## src/design/mcc_pkg.sv

```systemverilog
package mcc_pkg;

   localparam logic [7:0] CH_LT    = 8'h3C;
   localparam logic [7:0] CH_BANG  = 8'h21;
   localparam logic [7:0] CH_DASH  = 8'h2D;
   localparam logic [7:0] CH_GT    = 8'h3E;
   localparam logic [7:0] CH_HASH  = 8'h23;
   localparam logic [7:0] CH_SLASH = 8'h2F;
   localparam logic [7:0] CH_NL    = 8'h0A;
   localparam logic [7:0] CH_DQ    = 8'h22;
   localparam logic [7:0] CH_SQ    = 8'h27;

   localparam logic [1:0] KIND_PLAIN   = 2'd0;
   localparam logic [1:0] KIND_COMMENT = 2'd1;
   localparam logic [1:0] KIND_TAG     = 2'd2;
   localparam logic [1:0] KIND_HEADER  = 2'd3;

   localparam int unsigned MAX_RES = 4;
   localparam int unsigned HOLD_DEPTH = 3;

   typedef struct packed {
      logic [7:0] ch;
      logic [1:0] kind;
      logic       start;
      logic       last;
   } res_type;

   function automatic logic is_letter(input logic [7:0] c);
      return (c >= 8'h41 && c <= 8'h5A) || (c >= 8'h61 && c <= 8'h7A);
   endfunction

endpackage

```

## src/design/markup_char_classifier.sv

```systemverilog
// Channel  Dir  Handshake            Beat
// req      in   req_valid/req_ready  req_char_code, req_last_in
// rsp      out  rsp_valid/rsp_ready  rsp_out_char, rsp_char_kind, rsp_span_start, rsp_last_out
//
// An accepted character is classified in the accept cycle; its 0 to 4 results land in a
// four-entry result buffer that drains one beat per cycle while rsp_ready is high. A
// character that yields k results holds req_ready low until k-1 of them have drained, so
// plain text streams at one character per cycle while rsp_ready is high. Synchronous
// active-high reset empties the buffer and returns the scanner to plain mode at line start. A
// stall on rsp only blocks req once the buffer holds more than the beat leaving in that cycle.
module markup_char_classifier (
   input  logic       clock,
   input  logic       reset,
   input  logic       req_valid,
   output logic       req_ready,
   input  logic [7:0] req_char_code,
   input  logic       req_last_in,
   output logic       rsp_valid,
   input  logic       rsp_ready,
   output logic [7:0] rsp_out_char,
   output logic [1:0] rsp_char_kind,
   output logic       rsp_span_start,
   output logic       rsp_last_out
);
   import mcc_pkg::*;

   typedef enum logic [2:0] {
      MODE_PLAIN   = 3'd0,
      MODE_COMMENT = 3'd1,
      MODE_TAG     = 3'd2,
      MODE_QUOTE   = 3'd3,
      MODE_HEADER  = 3'd4
   } mode_type;

   mode_type   mode_ff, mode_in;
   logic [1:0] cnt_ff, cnt_in;
   logic [7:0] hb_ff [HOLD_DEPTH];
   logic [7:0] hb_in [HOLD_DEPTH];
   logic       qd_ff, qd_in;
   logic [1:0] dash_ff, dash_in;
   logic       als_ff, als_in;

   res_type    buf_ff [MAX_RES];
   res_type    res [MAX_RES];
   logic [2:0] rcnt_ff;
   logic [2:0] n;

   logic       accept, pop;
   logic       do_fresh, do_release;
   logic [7:0] c;

   assign c         = req_char_code;
   assign rsp_valid = (rcnt_ff != 3'd0);
   assign pop       = rsp_valid && rsp_ready;
   assign req_ready = (rcnt_ff == 3'd0) || ((rcnt_ff == 3'd1) && rsp_ready);
   assign accept    = req_valid && req_ready;

   assign rsp_out_char   = buf_ff[0].ch;
   assign rsp_char_kind  = buf_ff[0].kind;
   assign rsp_span_start = buf_ff[0].start;
   assign rsp_last_out   = buf_ff[0].last;

   always_comb begin
      res        = '{default: '0};
      n          = 3'd0;
      mode_in    = mode_ff;
      cnt_in     = cnt_ff;
      hb_in      = hb_ff;
      qd_in      = qd_ff;
      dash_in    = dash_ff;
      als_in     = (c == CH_NL);
      do_fresh   = 1'b0;
      do_release = 1'b0;

      unique case (mode_ff)
         MODE_COMMENT: begin
            res[0] = '{c, KIND_COMMENT, 1'b0, 1'b0};
            n = 3'd1;
            if (c == CH_DASH) begin
               if (dash_ff < 2'd2) dash_in = dash_ff + 2'd1;
            end else if (c == CH_GT && dash_ff == 2'd2) begin
               mode_in = MODE_PLAIN;
               dash_in = 2'd0;
            end else begin
               dash_in = 2'd0;
            end
         end
         MODE_TAG, MODE_QUOTE: begin
            n = 3'd1;
            if (c == CH_NL) begin
               mode_in = MODE_PLAIN;
               res[0]  = '{c, KIND_PLAIN, 1'b0, 1'b0};
            end else begin
               res[0] = '{c, KIND_TAG, 1'b0, 1'b0};
               if (mode_ff == MODE_QUOTE) begin
                  if (c == (qd_ff ? CH_DQ : CH_SQ)) mode_in = MODE_TAG;
               end else if (c == CH_GT) begin
                  mode_in = MODE_PLAIN;
               end else if (c == CH_DQ || c == CH_SQ) begin
                  mode_in = MODE_QUOTE;
                  qd_in   = (c == CH_DQ);
               end
            end
         end
         MODE_HEADER: begin
            n = 3'd1;
            if (c == CH_NL) begin
               mode_in = MODE_PLAIN;
               res[0]  = '{c, KIND_PLAIN, 1'b0, 1'b0};
            end else begin
               res[0] = '{c, KIND_HEADER, 1'b0, 1'b0};
            end
         end
         default: begin
            mode_in = MODE_PLAIN;
            unique case (cnt_ff)
               2'd0: do_fresh = 1'b1;
               2'd1: begin
                  if (is_letter(c) || c == CH_SLASH) begin
                     res[0]  = '{hb_ff[0], KIND_TAG, 1'b1, 1'b0};
                     res[1]  = '{c, KIND_TAG, 1'b0, 1'b0};
                     n       = 3'd2;
                     cnt_in  = 2'd0;
                     mode_in = MODE_TAG;
                  end else if (c == CH_BANG) begin
                     hb_in[1] = c;
                     cnt_in   = 2'd2;
                  end else begin
                     do_release = 1'b1;
                     do_fresh   = 1'b1;
                  end
               end
               2'd2: begin
                  if (c == CH_DASH) begin
                     hb_in[2] = c;
                     cnt_in   = 2'd3;
                  end else begin
                     do_release = 1'b1;
                     do_fresh   = 1'b1;
                  end
               end
               default: begin
                  if (c == CH_DASH) begin
                     res[0]  = '{hb_ff[0], KIND_COMMENT, 1'b1, 1'b0};
                     res[1]  = '{hb_ff[1], KIND_COMMENT, 1'b0, 1'b0};
                     res[2]  = '{hb_ff[2], KIND_COMMENT, 1'b0, 1'b0};
                     res[3]  = '{c, KIND_COMMENT, 1'b0, 1'b0};
                     n       = 3'd4;
                     cnt_in  = 2'd0;
                     mode_in = MODE_COMMENT;
                     dash_in = 2'd0;
                  end else begin
                     do_release = 1'b1;
                     do_fresh   = 1'b1;
                  end
               end
            endcase
         end
      endcase

      // held '<' run turned out plain: flush it ahead of this character
      if (do_release) begin
         for (int k = 0; k < HOLD_DEPTH; k++) begin
            if (k < int'(cnt_ff)) res[k] = '{hb_ff[k], KIND_PLAIN, 1'b0, 1'b0};
         end
         n      = {1'b0, cnt_ff};
         cnt_in = 2'd0;
      end

      if (do_fresh) begin
         if (c == CH_LT) begin
            hb_in[0] = c;
            cnt_in   = 2'd1;
         end else if (c == CH_HASH && als_ff) begin
            res[n[1:0]] = '{c, KIND_HEADER, 1'b1, 1'b0};
            n           = n + 3'd1;
            mode_in     = MODE_HEADER;
         end else begin
            res[n[1:0]] = '{c, KIND_PLAIN, 1'b0, 1'b0};
            n           = n + 3'd1;
         end
      end

      if (req_last_in) begin
         for (int k = 0; k < HOLD_DEPTH; k++) begin
            if (k < int'(cnt_in) && n < 3'(MAX_RES)) begin
               res[n[1:0]] = '{hb_in[k], KIND_PLAIN, 1'b0, 1'b0};
               n           = n + 3'd1;
            end
         end
         if (n != 3'd0) res[n[1:0] - 2'd1].last = 1'b1;
         mode_in = MODE_PLAIN;
         cnt_in  = 2'd0;
         qd_in   = 1'b0;
         dash_in = 2'd0;
         als_in  = 1'b1;
      end
   end

   always_ff @(posedge clock) begin
      if (reset) begin
         mode_ff <= MODE_PLAIN;
         cnt_ff  <= 2'd0;
         qd_ff   <= 1'b0;
         dash_ff <= 2'd0;
         als_ff  <= 1'b1;
         rcnt_ff <= 3'd0;
      end else begin
         if (accept) begin
            mode_ff <= mode_in;
            cnt_ff  <= cnt_in;
            qd_ff   <= qd_in;
            dash_ff <= dash_in;
            als_ff  <= als_in;
            rcnt_ff <= n;
         end else if (pop) begin
            rcnt_ff <= rcnt_ff - 3'd1;
         end
      end
      if (accept) begin
         hb_ff  <= hb_in;
         buf_ff <= res;
      end else if (pop) begin
         for (int k = 0; k < MAX_RES - 1; k++) buf_ff[k] <= buf_ff[k + 1];
      end
   end

`ifndef NO_ASSERTIONS
   a_last_resets: assert property (@(posedge clock) disable iff (reset)
      accept && req_last_in |=> cnt_ff == 2'd0 && mode_ff == MODE_PLAIN && als_ff)
      else $error("scanner state not cleared after last character");

   a_last_is_final: assert property (@(posedge clock) disable iff (reset)
      rsp_valid && rsp_last_out |-> rcnt_ff == 3'd1)
      else $error("last beat is not the final buffered result");

   a_hold_plain: assert property (@(posedge clock) disable iff (reset)
      cnt_ff != 2'd0 |-> mode_ff == MODE_PLAIN)
      else $error("lookahead held outside plain mode");
`endif

endmodule

```

## config.mk

```make
export PLATFORM = sky130hd
export DESIGN_NAME = markup_char_classifier
export DESIGN_NICKNAME = d
export VERILOG_FILES = /design/src/design/mcc_pkg.sv /design/src/design/markup_char_classifier.sv
export SDC_FILE = /design/constraint.sdc
export NUM_CORES = 1
export LEC_CHECK = 0
export BUFFER_PORTS_ARGS = -buffer_cell sky130_fd_sc_hd__buf_2
export CORE_ASPECT_RATIO = 1.1
export CORE_MARGIN = 4
export CORE_UTILIZATION = 57
export CTS_CLUSTER_DIAMETER = 30
export DETAILED_ROUTE_END_ITERATION = 8
export PLACE_DENSITY = 0.87
export SKIP_LAST_GASP = 1
export SLEW_MARGIN = 20
export SYNTH_ARGS = -nofsm -noshare
export SYNTH_HDL_FRONTEND = slang
export SYNTH_SLANG_ARGS = --single-unit
```

## constraint.sdc

```tcl
create_clock -name clock -period 5.9 [get_ports clock]
set_input_delay 1.18 -clock clock [delete_from_list [all_inputs] [get_ports clock]]
set_output_delay 1.18 -clock clock [all_outputs]
set_load 0.02 [all_outputs]
```

==> results.yml <==
outcome:
  outcome: "finished clean"
final_layout:
  fin_util_pct: 63.8
  diodes: 0
  synthToLayoutAreaGrowth_pct: 9.11
  final_nets: 769
  drive_gt1_share_pct: 14.6
clock_network:
  clock-root-buffer: "clkbuf_16"
  clk_pin_slew_ns: 0.06
  insertion_delay_ns: 0.34
  postCtsSetupRepairBufs: 0
  ctsHoldBuffers: 0
  cts_buffer_depth: 2
  cts_tree: "yes"
  cts_resized: 0
  cts_inserted_buffers: 9
  clkSinkCount: 82
  htree_num_levels: 3
timing:
  rsz0062_at_grt: "false"
  drv_slew: 0
  tightest_slew_ns: 1.14
  setup-tns-final_ns: 0
  min_period_ns: 5.57
  hold_slack_ns: 0.499
  period_share_pct: 94.5
  hold_viol: 0
  skew_ns: 0.0115
  setup_viol: 0
  slew-limit-headroom_pct: 23.6
  max_freq_mhz: 179
setup_path:
  critical_path_class: "in -> reg"
  cp_slowest_stage_delay_ns: 0.58
  worstPathMaxFanout: 7
  endpoint_kind: "flop"
  cp_slowest_cell: "or4b_4"
  cp.arrival_ns: 5.73
  crit_top_cell: "ha_1"
  cp_data_required_time_ns: 6.05
  start_kind: "input port"
  crit_chain: "buf_2 > or4b_4 > o21ai_0 > o211ai_1 > nand2_1 > inv_1 > ha_1 > nand3_1 > a21oi_2 > inv_1 > ha_1 > nor2_2 > nor2_1 > ha_1 > nand2b_1 > a21boi_1 > and2_1 > ha_1 > o211ai_1 > buf_4 > nand4_1 > o21ai_0 > a21oi_1 > a221oi_1"
drt:
  detail_route.wl_per_cell_um: 22.8
  totalWireLength_um: 20300
  route.detailed.drc: 0
  dr.pass1.iters: 9
  drt_iter0_markers: 1300
  viasPerCell: 7.23
  vias: 6417
  ant_nets: 0
run:
  maxCapViolations: 0
yosys:
  ys_ff_latch: 82
  synth_xor_area_share_pct: 0.273
  synth.net_count: 760
  synth_enable_flop_cells: 70
  syn_inst: 727
  synth_top_family_by_area: "compound AO/OA/AOI/OAI gates"
  synth-seq-area-share_pct: 36.5
  synth_compound_area_share_pct: 28.7
  synth_fa_ha_area_share_pct: 3.90
  synth_area_leader_cell: "edfxtp_1"
  ys.flop_type: "edfxtp_1"
  async_flop_share_pct: 0
  synthSimpleGateAreaFrac_pct: 20.8
  netlist_area_mm2: 0.00641
  synth_top_area_share_pct: 32.8
  yosysUniqueCellTypes: 87
  synth_area_leaders: "edfxtp_1, ha_1, nand2_1, dfxtp_1, a21oi_1"
  synth_most_common_cell: "edfxtp_1"
  synth.cells.most_frequent: "edfxtp_1, nand2_1, a21oi_1"
  ys_warn_count: 0
  synth_mux_area_share_pct: 2.99
  syn_area_per_cell_um2: 8.82
floorplanning:
  fp.dieArea_mm2: 0.0130
  die_y_um: 119
  io-pin-count: 27
  start_util_pct: 58.5
  num_rows: 40
  dieWidth_um: 109
  fp.coreArea_mm2: 0.0110
pwr:
  clockPowerShare_pct: 22.3
  p_comb_share_pct: 39.1
  power.internal_uw: 1570
  powerDensity_mw_per_mm2: 365
  p_leak_uw: 0.00257
  p_switching_uw: 986
  seq_power_share_pct: 38.7
  swShare_pct: 38.6
  peakVddDrop_v: 0.000300
place:
  gp_congestion: 0.995
  portBuffers: 26
  dp_hpwl_um: 14500
min_path:
  min_path_type: "reg -> reg"
global_route:
  grt_max_degree: 56
  antenna_found_initial: 0
  grt_pass1_wl_um: 31500
  grt_pass1_vias: 5888
  overflow: 0
  track_usage_pct: 30.9
==> path summary, 6_finish.rpt <==
check                   start               to  slack [ns]  cells past startpoint
max          req_char_code[6]  rsp_out_char[4]        0.33                     24
min                dash_ff[0]       dash_ff[0]        0.50                      2
max reg2reg         cnt_ff[0]  rsp_out_char[4]        0.88                     24
min reg2reg        dash_ff[0]       dash_ff[0]        0.50                      2
==> layer usage <==
metal  wire [µm]  GRT usage (%)  up-vias
met2        8920           47.1      506
met5           0              0        -
met3        2770           7.21       99
li1            -              -     2791
met4         833           12.5        0
met1        7760           42.2     3021
==> metrics by stage <==
step | area, µm² | setup slack (ns) | std cells | power, µW
CTS | 6980 | 0.336 | 887 | 2520
detailed placement | 6690 | 0.0370 | 871 | 1960
global route | 7000 | 0.0448 | 888 | 2670
floorplan | 6410 | 0.131 | 727 | 1700
global placement | 6690 | 0.159 | 871 | 1920
finish | 7000 | 0.326 | 888 | 2550
==> layout make-up <==
type / instances / area (µm²)
tap: 147 / 184
clock inverter: 7 / 67.6
clock buffer: 9 / 225
multi-input combinational: 550 / 3670
sequential: 82 / 2340
timing repair buffer: 61 / 390
fill: 901 / 3970
inverter: 32 / 120
==> layout by cell type (no fill, tap or decap), types with 13 or more instances in the layout <==
master,n
inv_1,30
a211oi_1,14
nor2_1,45
nand4_1,19
and2_1,21
a22oi_1,13
o21ai_0,45
a21oi_1,46
buf_4,34
buf_2,27
nand2_1,65
ha_1,20
edfxtp_1,70
nand3_1,36
==> kinds of logic after synthesis <==
family	after synthesis
compound gates	258
flops	82
fa+ha+maj	20
mux	18
buf+inv	95
xor+xnor	2
simple gates	252
==> worst max-delay path: cells and delay by family <==
kind	cells	cell delay, ns
simple gates	8	1.52
compound gates	8	1.39
fa+ha+maj	4	1.14
buf+inv	4	0.49
==> power by group through the flow <==
| stage | clock network [µW] | registers [µW] | logic (µW) |
|---|---|---|---|
| finish | 568 | 987 | 997 |
| global route | 591 | 1000 | 1070 |
| CTS | 565 | 984 | 967 |
| detailed placement | 0 | 995 | 962 |
| global placement | 0 | 987 | 936 |
| floorplan | 0 | 980 | 716 |
==> flip-flops by register name, summed over array words and instances (netlist names) <==
name and cells:
hb_ff 24, rsp_span_start 1, rcnt_ff 3, als_ff 1, dash_ff 2, rsp_out_char 8, rsp_char_kind 2, cnt_ff 2
qd_ff 1, buf_ff 34, rsp_last_out 1, mode_ff 3
Note: power is estimated with default switching activity, not from simulation.
